### src/sv/aes_pkg.sv
// AES block cipher package: item types, S-box functions, round helpers.
// Used by every module of the cipher; depends on nothing.
package aes_pkg;

    localparam int unsigned KeyStoreWords = 60;

    typedef struct packed {
        logic        operation;
        logic [63:0] block_high;
        logic [63:0] block_low;
    } in_item_t;

    typedef struct packed {
        logic [63:0] result_high;
        logic [63:0] result_low;
    } out_item_t;

    // configuration register indexes
    localparam logic [2:0] REG_KEY_SIZE = 3'd0;
    localparam logic [2:0] REG_KEY_W0   = 3'd1;
    localparam logic [2:0] REG_KEY_W1   = 3'd2;
    localparam logic [2:0] REG_KEY_W2   = 3'd3;
    localparam logic [2:0] REG_KEY_W3   = 3'd4;

    function automatic logic [7:0] xtime(input logic [7:0] a);
        xtime = {a[6:0], 1'b0} ^ (a[7] ? 8'h1b : 8'h00);
    endfunction

    function automatic logic [7:0] gmul(input logic [7:0] a, input logic [7:0] b);
        logic [7:0] r;
        logic [7:0] x;
        r = 8'h00;
        x = a;
        for (int k = 0; k < 8; k++)
        begin
            if (b[k])
                r = r ^ x;
            x = xtime(x);
        end
        gmul = r;
    endfunction

    // x^254 by square and multiply; elaborates to a constant table per use
    function automatic logic [7:0] ginv(input logic [7:0] x);
        logic [7:0] r;
        logic [7:0] b;
        r = 8'h01;
        b = x;
        for (int e = 1; e < 8; e++)
        begin
            b = gmul(b, b);
            r = gmul(r, b);
        end
        ginv = r;
    endfunction

    function automatic logic [7:0] rotl8(input logic [7:0] v, input int n);
        rotl8 = (v << n) | (v >> (8 - n));
    endfunction

    function automatic logic [7:0] sbox(input logic [7:0] x);
        logic [7:0] b;
        b = ginv(x);
        sbox = b ^ rotl8(b, 1) ^ rotl8(b, 2) ^ rotl8(b, 3) ^ rotl8(b, 4) ^ 8'h63;
    endfunction

    function automatic logic [7:0] inv_sbox(input logic [7:0] s);
        inv_sbox = ginv(rotl8(s, 1) ^ rotl8(s, 3) ^ rotl8(s, 6) ^ 8'h05);
    endfunction

    function automatic logic [31:0] sub_word(input logic [31:0] w);
        sub_word = {sbox(w[31:24]), sbox(w[23:16]), sbox(w[15:8]), sbox(w[7:0])};
    endfunction

endpackage

### src/sv/aes_key_exp.sv
// Key expansion: one round key word per cycle into the round key memory.
// Depends on aes_pkg. Read port gives four words (one round key) registered.
module aes_key_exp
    import aes_pkg::*;
#(
    parameter int unsigned STORE_WORDS = KeyStoreWords
)
(
    input  logic                           clk,
    input  logic                           rst_n,
    input  logic                           start,
    input  logic [1:0]                     key_size,
    input  logic [255:0]                   key,
    output logic                           busy,
    output logic [3:0]                     rounds,
    input  logic [$clog2(STORE_WORDS/4)-1:0] rd_round,
    output logic [127:0]                   rd_key
);

    localparam int unsigned RowCount = STORE_WORDS / 4;
    localparam int unsigned WordBits = $clog2(STORE_WORDS + 1);

    // one row holds the four words of a round key, written word by word
    logic [31:0] mem0 [RowCount];
    logic [31:0] mem1 [RowCount];
    logic [31:0] mem2 [RowCount];
    logic [31:0] mem3 [RowCount];

    logic [WordBits-1:0] idx_reg;
    logic [WordBits-1:0] total_reg;
    logic [3:0]          nk_reg;
    logic [3:0]          rounds_reg;
    logic [3:0]          cnt_reg;      // i mod nk
    logic [7:0]          rcon_reg;
    logic                busy_reg;
    logic [255:0]        win_reg;      // last eight words, newest in low bits
    logic [1:0]          sel;
    logic [3:0]          nk_next;
    logic [31:0]         prev_w;
    logic [31:0]         back_w;
    logic [31:0]         t;
    logic [31:0]         new_w;

    // take the requested key size, or the largest that fits the store if it does not fit
    always_comb
    begin
        sel = (key_size == 2'd3) ? 2'd2 : key_size;
        if (sel == 2'd2 && STORE_WORDS < 60)
            sel = 2'd1;
        if (sel == 2'd1 && STORE_WORDS < 52)
            sel = 2'd0;
        nk_next = 4'd4 + {1'b0, sel, 1'b0};
    end

    assign prev_w = win_reg[31:0];
    always_comb
    begin
        case (nk_reg)
            4'd4:    back_w = win_reg[127:96];
            4'd6:    back_w = win_reg[191:160];
            default: back_w = win_reg[255:224];
        endcase
        t = prev_w;
        if (cnt_reg == 4'd0)
            t = sub_word({prev_w[23:0], prev_w[31:24]}) ^ {rcon_reg, 24'h0};
        else if (nk_reg == 4'd8 && cnt_reg == 4'd4)
            t = sub_word(prev_w);
        new_w = (idx_reg < WordBits'(nk_reg)) ? win_reg[255:224] : (t ^ back_w);
    end

    // sequencer for the expansion
    always_ff @(posedge clk or negedge rst_n)
    begin
        if (!rst_n)
        begin
            busy_reg   <= 1'b0;
            idx_reg    <= '0;
            total_reg  <= '0;
            nk_reg     <= 4'd4;
            rounds_reg <= 4'd10;
            cnt_reg    <= '0;
            rcon_reg   <= 8'h01;
        end
        else if (start)
        begin
            busy_reg   <= 1'b1;
            idx_reg    <= '0;
            nk_reg     <= nk_next;
            rounds_reg <= 4'd10 + {1'b0, sel, 1'b0};
            total_reg  <= WordBits'((11 + 2 * sel) * 4);
            cnt_reg    <= '0;
            rcon_reg   <= 8'h01;
        end
        else if (busy_reg)
        begin
            idx_reg <= idx_reg + 1'b1;
            if (idx_reg >= WordBits'(nk_reg))
            begin
                cnt_reg <= (cnt_reg == nk_reg - 4'd1) ? 4'd0 : cnt_reg + 4'd1;
                if (cnt_reg == 4'd0)
                    rcon_reg <= xtime(rcon_reg);
            end
            if (idx_reg == total_reg - 1'b1)
                busy_reg <= 1'b0;
        end
    end

    // key words shift in from the top during loading, then new words follow
    always_ff @(posedge clk)
    begin
        if (start)
            win_reg <= key;
        else if (busy_reg)
        begin
            if (idx_reg < WordBits'(nk_reg))
                win_reg <= {win_reg[223:0], new_w};
            else
                win_reg <= {win_reg[223:0], new_w};
        end
    end

    // memory write and registered row read
    always_ff @(posedge clk)
    begin
        if (busy_reg && idx_reg < WordBits'(STORE_WORDS))
        begin
            case (idx_reg[1:0])
                2'd0:    mem0[idx_reg[WordBits-1:2]] <= new_w;
                2'd1:    mem1[idx_reg[WordBits-1:2]] <= new_w;
                2'd2:    mem2[idx_reg[WordBits-1:2]] <= new_w;
                default: mem3[idx_reg[WordBits-1:2]] <= new_w;
            endcase
        end
        rd_key <= {mem0[rd_round], mem1[rd_round], mem2[rd_round], mem3[rd_round]};
    end

    assign busy   = busy_reg;
    assign rounds = rounds_reg;

endmodule

### config.mk
export PLATFORM = sky130hd
export DESIGN_NAME = aes_key_exp
export DESIGN_NICKNAME = d
export VERILOG_FILES = /design/src/sv/aes_pkg.sv /design/src/sv/aes_key_exp.sv
export SDC_FILE = /design/constraint.sdc
export NUM_CORES = 2
export LEC_CHECK = 0
export ABC_AREA = 0
export BUFFER_PORTS_ARGS = -buffer_cell sky130_fd_sc_hd__clkbuf_2
export CAP_MARGIN = 40
export CELL_PAD_IN_SITES_DETAIL_PLACEMENT = 0
export CELL_PAD_IN_SITES_GLOBAL_PLACEMENT = 1
export CORE_UTILIZATION = 47
export DETAILED_ROUTE_END_ITERATION = 16
export GPL_TIMING_DRIVEN = 0
export PLACE_DENSITY_LB_ADDON = 0.1
export RECOVER_POWER = 25
export SLEW_MARGIN = 0
export SYNTH_ARGS = -nofsm -noshare
export SYNTH_HDL_FRONTEND = slang
export SYNTH_SLANG_ARGS = --single-unit
### constraint.sdc
create_clock -name clk -period 19.8 [get_ports clk]
set_input_delay 0.99 -clock clk [delete_from_list [all_inputs] [get_ports clk]]
set_output_delay 0.99 -clock clk [all_outputs]
set_load 0.01 [all_outputs]
After elaboration in Yosys (flattened, before gate mapping)
Memories as Yosys holds them, arrays and structs flattened. A register that Yosys moved wholly into a read port is not among the register bits.
Index checks and enable logic that the tools add are counted.
Operators by class
  bitwise gates (word level): 1559
  $add $sub $neg: 7
  divide/modulo/power cells: 0
  multiply operators: 0
  multiplexer cells: 2969
  shift-type cells: 0
  order comparisons: 3
  reduce and logical (&&, ||, !) cells: 10
  equal/unequal tests: 9
Operator list (number)
  $mux 8: 2184
  $xor 8x8->8: 760
  $xor 8x5->8: 701
  $mux 5: 709
  $mux 256: 2
  $mux 32: 3
  $or 8x1->8: 8
  $or 8x2->8: 8
  $or 8x3->8: 8
  $or 8x4->8: 8
  $pmux 32 s2: 1
  $xor 32x32->32: 2
  $mux 6: 10
  $mux 7: 8
  $not 1->1: 56
  $mux 4: 12
  $not 4->4: 8
  $mux 3: 8
  $mux 1: 23
  $mux 2: 9
  $eq 4x3->1 const B: 3
  $add 4x3->4 const A: 2
  $add 6x1->6 const B: 1
  $eq 6x6->1: 1
  18 further kinds: 22
Word-level totals
  bits in registers: 287
  memory bits (read-only): 0
  latch bits: 0
  output and inout port bits: 133
  word-level logic and storage cells: 4569
  RAM bits: 1920
  memories kept: 4
Memories
  mem0: words 15, width 32, read ports 1, clocked after memory_dff 1, write ports 1, RTL line aes_key_exp.sv:24  | logic [31:0] mem0 [RowCount];
  mem1: words 15, width 32, read ports 1, clocked after memory_dff 1, write ports 1, RTL line aes_key_exp.sv:25  | logic [31:0] mem1 [RowCount];
  mem2: words 15, width 32, read ports 1, clocked after memory_dff 1, write ports 1, RTL line aes_key_exp.sv:26  | logic [31:0] mem2 [RowCount];
  mem3: words 15, width 32, read ports 1, clocked after memory_dff 1, write ports 1, RTL line aes_key_exp.sv:27  | logic [31:0] mem3 [RowCount];

Longest topological paths before layout
  depth in word-level cells: 261
  depth in mapped cells: 71

Worst setup path after synthesis
Ideal clock, no wire load.
  kind: flip-flop to flip-flop
  start: register win_reg[7]
  end: memory mem0[0][11], data pin
  path buffers: 13
  setup slack: 864 ps
  stages on the path, launching flop included: 64
  arrival time: 18220 ps
  cells stage by stage: edfxtp_1 -> ha_1 -> nand2_1 -> xnor2_2 -> inv_2 -> clkbuf_1 -> clkbuf_1 -> ha_1 -> buf_1 -> xnor2_1 -> xnor2_2 -> xnor2_1 -> a22oi_1 -> xor3_1 -> inv_2 -> buf_2 -> buf_1 -> buf_2 -> [28 not listed] -> xor2_1 -> xnor2_1 -> nor2_1 -> xnor2_1 -> xnor2_1 -> xnor2_1 -> xor3_2 -> xor2_1 -> a221o_1 -> a22oi_1 -> xnor3_1 -> xnor2_1 -> xnor2_1 -> xor2_1 -> xnor2_1 -> xnor2_1 -> o22ai_1 -> a221oi_1
On the way
  cells in the longest elaborated chain, start to end: 193
Ends and longest elaborated chain
  start, declared: RTL line aes_key_exp.sv:36  | logic [255:0] win_reg;
  start signal, assigned: RTL line aes_key_exp.sv:112  | win_reg <= key;
  start signal, assigned: RTL line aes_key_exp.sv:116  | win_reg <= {win_reg[223:0], new_w};
  start signal, assigned: RTL line aes_key_exp.sv:118  | win_reg <= {win_reg[223:0], new_w};
  $mux 5 / $mux 8 (equally long branches): RTL line aes_pkg.sv:26, aes_pkg.sv:36
  $xor 8x5->8 / $mux 8 (equally long branches): RTL line aes_pkg.sv:26, aes_key_exp.sv:64
  $xor 8x8->8: RTL line aes_pkg.sv:37  | r = r ^ x;
  $mux 8: RTL line aes_pkg.sv:36  | if (b[k])
  $mux 8: RTL line aes_key_exp.sv:64  | if (cnt_reg == 4'd0)
  $xor 8x8->8: RTL line aes_pkg.sv:37
  $mux 8: RTL line aes_pkg.sv:36
  $mux 8: RTL line aes_key_exp.sv:64
  [176 not listed]
  $or 8x1->8: RTL line aes_pkg.sv:58  | rotl8 = (v << n) | (v >> (8 - n));
  $xor 8x8->8 (3 in a row): RTL line aes_pkg.sv:64  | sbox = b ^ rotl8(b, 1) ^ rotl8(b, 2) ^ rotl8(b, 3) ^ rotl8(b, 4) ^ 8'h63;
  $xor 8x8->8 *: RTL line aes_pkg.sv:64
  $xor 32x32->32 *: RTL line aes_key_exp.sv:65  | t = sub_word({prev_w[23:0], prev_w[31:24]}) ^ {rcon_reg, 24'h0};
  $mux 32 *: RTL line aes_key_exp.sv:64
  $xor 32x32->32 *: RTL line aes_key_exp.sv:68  | new_w = (idx_reg < WordBits'(nk_reg)) ? win_reg[255:224] : (t ^ back_w);
  $mux 32 *: RTL line aes_key_exp.sv:68
  via new_w[11]: RTL line aes_key_exp.sv:42  | logic [31:0] new_w;
  end, declared: RTL line aes_key_exp.sv:24
Mark *: on every way through the listed nets, which the timed path passes. The rest lies on a longest branch. The select of a mux whose other input is x is not followed.

Worst setup path in the final report
  start: register win_reg[16]
  end: memory mem2[6][29], data pin
On the way
  cells in the longest elaborated chain, start to end: 194
Ends and longest elaborated chain (RTL line)
  $mux 8: aes_pkg.sv:36
  $mux 8: aes_key_exp.sv:64
  $xor 8x8->8: aes_pkg.sv:37
  $mux 8: aes_pkg.sv:36
  $mux 8: aes_key_exp.sv:64
  $xor 8x8->8: aes_pkg.sv:37
  $mux 8: aes_pkg.sv:36
  $mux 8: aes_key_exp.sv:64
  [177 not listed]
  $xor 8x8->8 (3 in a row): aes_pkg.sv:64
  $xor 8x8->8 *: aes_pkg.sv:64
  $not 4->4 (no line) *
  $xor 32x32->32 *: aes_key_exp.sv:65
  $mux 32 *: aes_key_exp.sv:64
  $xor 32x32->32 *: aes_key_exp.sv:68
  $mux 32 *: aes_key_exp.sv:68
  via new_w[29]: aes_key_exp.sv:42
  end, declared: aes_key_exp.sv:26
Marked as above.

==> impl_metrics.tcl <==
set metrics [dict create \
    run_status "finished, violations left" \
    violations "capacitance limit, slew limit" \
    layout.cells.non_filler 18300 \
    initial_core_util_pct 47.3 \
    ys_seq_area_share_pct 45.1 \
    grt_max_degree 68 \
    insertion_delay_ns 0.96 \
    dp.cells 17800 \
    clk_pin_slew_ns 0.06 \
    core_region_area_um2 321000 \
    slowest_stage "xnor2_1" \
    synth_cell_types 134 \
    drv_slew 556 \
    pin_count 398 \
    fmax_mhz 52.6 \
    yosysWarnings 0 \
    row_count 208 \
    cpMostUsedCell "xnor2_1" \
    min_period_ns 19.02 \
    grt_overflow 0 \
    die_w_um 571 \
    yosys-top-cells-count "edfxtp_1, xnor2_1, nor2_1, nand2_1, a21oi_1" \
    grt_pass1_wl_um 758000 \
    gp_congestion 0.943 \
    root_buffer "clkbuf_16" \
    antenna_found_initial 31 \
    syn_area_um2 152000 \
    drtIter0Drc 11900 \
    skew_ns 0.101 \
    cts.path.max_buffers 4 \
    finalNetCount 14100 \
    cts.htree.levels 4 \
    tritoncts "built" \
    hold_path_class "in -> reg" \
    critPathMaxFanout 34 \
    fin_area_um2 174000 \
    cts_inserted_buffers 238 \
    synth_most_common_cell "edfxtp_1" \
    setup_violations 0 \
    path_class "reg -> reg" \
    vias_per_cell 6.16 \
    area_growth_pct 14.2 \
    placed_cell_area_um2 165000 \
    dr.pass1.iters 8 \
    async_flop_share_pct 1.20 \
    synth_ff_type "edfxtp_1" \
    synth_top_area_share_pct 43.0 \
    cap_viol_max_count 32 \
    synth_fp_nets 13100 \
    maxSlewHeadroom_pct -69.2 \
    port-buffer-count 391 \
    dieArea_um2 326000 \
    synth_area_leaders "edfxtp_1, xnor2_1, mux4_2" \
    drive_gt1_share_pct 17.9 \
    synth-edff-count 2176 \
    arrival_ns 19.63 \
    yosys.area.top_type "edfxtp_1" \
    vias 113000 \
    ctsHoldBuffers 0 \
    max_stage_delay_ns 0.68 \
    track_usage_pct 31.4 \
    first_global_vias 109000 \
    synthCells 12800 \
    worst_pin_slew_ns 2.53 \
    routed_wl_um 522000 \
    cp.required_ns 20.41 \
    drc 0 \
    finalCritPeriodShare_pct 96.1 \
    ant_nets 0 \
    synth_seq_cells 2332 \
    cts_sinks 2332 \
    dpl.hpwl_um 387000 \
    cp-start-kind "flop" \
    wire_per_inst_um 28.5 \
    avgSynthCellArea_um2 11.9 \
    die_height_um 571 \
    hold_viol_final 0 \
    fin_hold_ws_ns 0.374 \
    endpoint_kind "flop" \
]
timing repair:
item,CTS,global route
gates cloned,4,0
setup endpoints to repair,1952,1952
pin swaps,9,16
resized for setup,94,149
setup buffers,20,18
area by class of cell:
cell class,count,area [um^2]
Antenna cell,12,30.0
Buffer,837,3660
Clock buffer,310,6460
Clock inverter,135,1530
Fill cell,27400,148000
Inverter,115,442
Multi-Input combinational cell,9536,80900
Sequential cell,2332,68600
Tap cell,4305,5390
Timing Repair Buffer,748,6560
layer usage:
metal / part of all wire (%) / wire (um) / vias up / track usage (%)
met5: 0.012 / 63 / - / 0
met4: 3.9 / 20300 / 10 / 10.5
met3: 7.9 / 41500 / 751 / 4.65
met2: 46 / 242000 / 5014 / 50.6
met1: 42 / 218000 / 57400 / 43.4
li1: - / - / 49800 / -
per-stage QoR:
| stage | utilization [%] | TNS [ns] | setup WS, ns |
|---|---|---|---|
| floorplan | - | 0 | 0.865 |
| global placement | 49.6 | - | -9.91 |
| detailed placement | 51.3 | -3668.59 | -2.58 |
| CTS | 54.0 | 0 | 0.00566 |
| global route | 54.0 | -3.42 | -0.0939 |
| finish | 54.0 | 0 | 0.780 |
worst paths after layout:
kind | from | to | slack (ns) | depth (start not counted)
min | key[54] | win_reg[54]$_DFFE_PP_ | 0.37 | 3
max | win_reg[16]$_DFFE_PP_ | mem2[6][29]$_DFFE_PP_ | 0.78 | 63
max reg2reg | win_reg[16]$_DFFE_PP_ | mem2[6][29]$_DFFE_PP_ | 0.78 | 63
max in group asynchronous | rst_n | rcon_reg[1]$_DFFE_PN0P_ | 18.17 | 1
min reg2reg | total_reg[5]$_DFFE_PN0P_ | total_reg[5]$_DFFE_PN0P_ | 0.51 | 1
min in group asynchronous | rst_n | busy$_DFF_PN0_ | 0.56 | 1
worst max-delay path, delay by kind of cell, from the launching register on:
kind / cells / cell delay [ns]
flops: 1 / 0.42
compound gates: 13 / 3.73
buf+inv: 14 / 3.82
mux: 1 / 0.18
simple gates: 14 / 3.02
xor+xnor: 18 / 6.40
fa+ha+maj: 3 / 1.06
layout by cell type, fill, tap and decap left out, drive strengths merged, types with 67 or more instances in the layout:
cell type / count
xor2: 442
nor3: 284
a21oi: 555
clkbuf: 1279
mux2: 291
a211oi: 118
mux4: 504
nor2: 1297
edfxtp: 2176
dfxtp: 128
xnor3: 376
o211ai: 114
clkinv: 99
a22oi: 72
nand4: 67
nand3: 236
o21ai: 548
o22ai: 146
inv: 113
buf: 616
and3: 70
xnor2: 1647
mux2i: 363
a31oi: 107
nand2: 1076
nand2b: 71
cell families (layout without fill, tap and decap cells):
family	count (synthesis)	in the layout	synth area share (%)
AO/OA/AOI/OAI	2336	2336	10.2
adder cells (fa/ha/maj)	46	46	0.374
flip-flops	2332	2332	45.1
other	1	13	0.00247
buffers and inverters	962	2145	2.67
XOR/XNOR	2518	2518	19.4
multiplexers	1158	1158	12.0
AND/OR/NAND/NOR	3473	3477	10.2
Power is not shown: default switching activity piles up to over one toggle a cycle in this logic, so the estimate is an artifact.
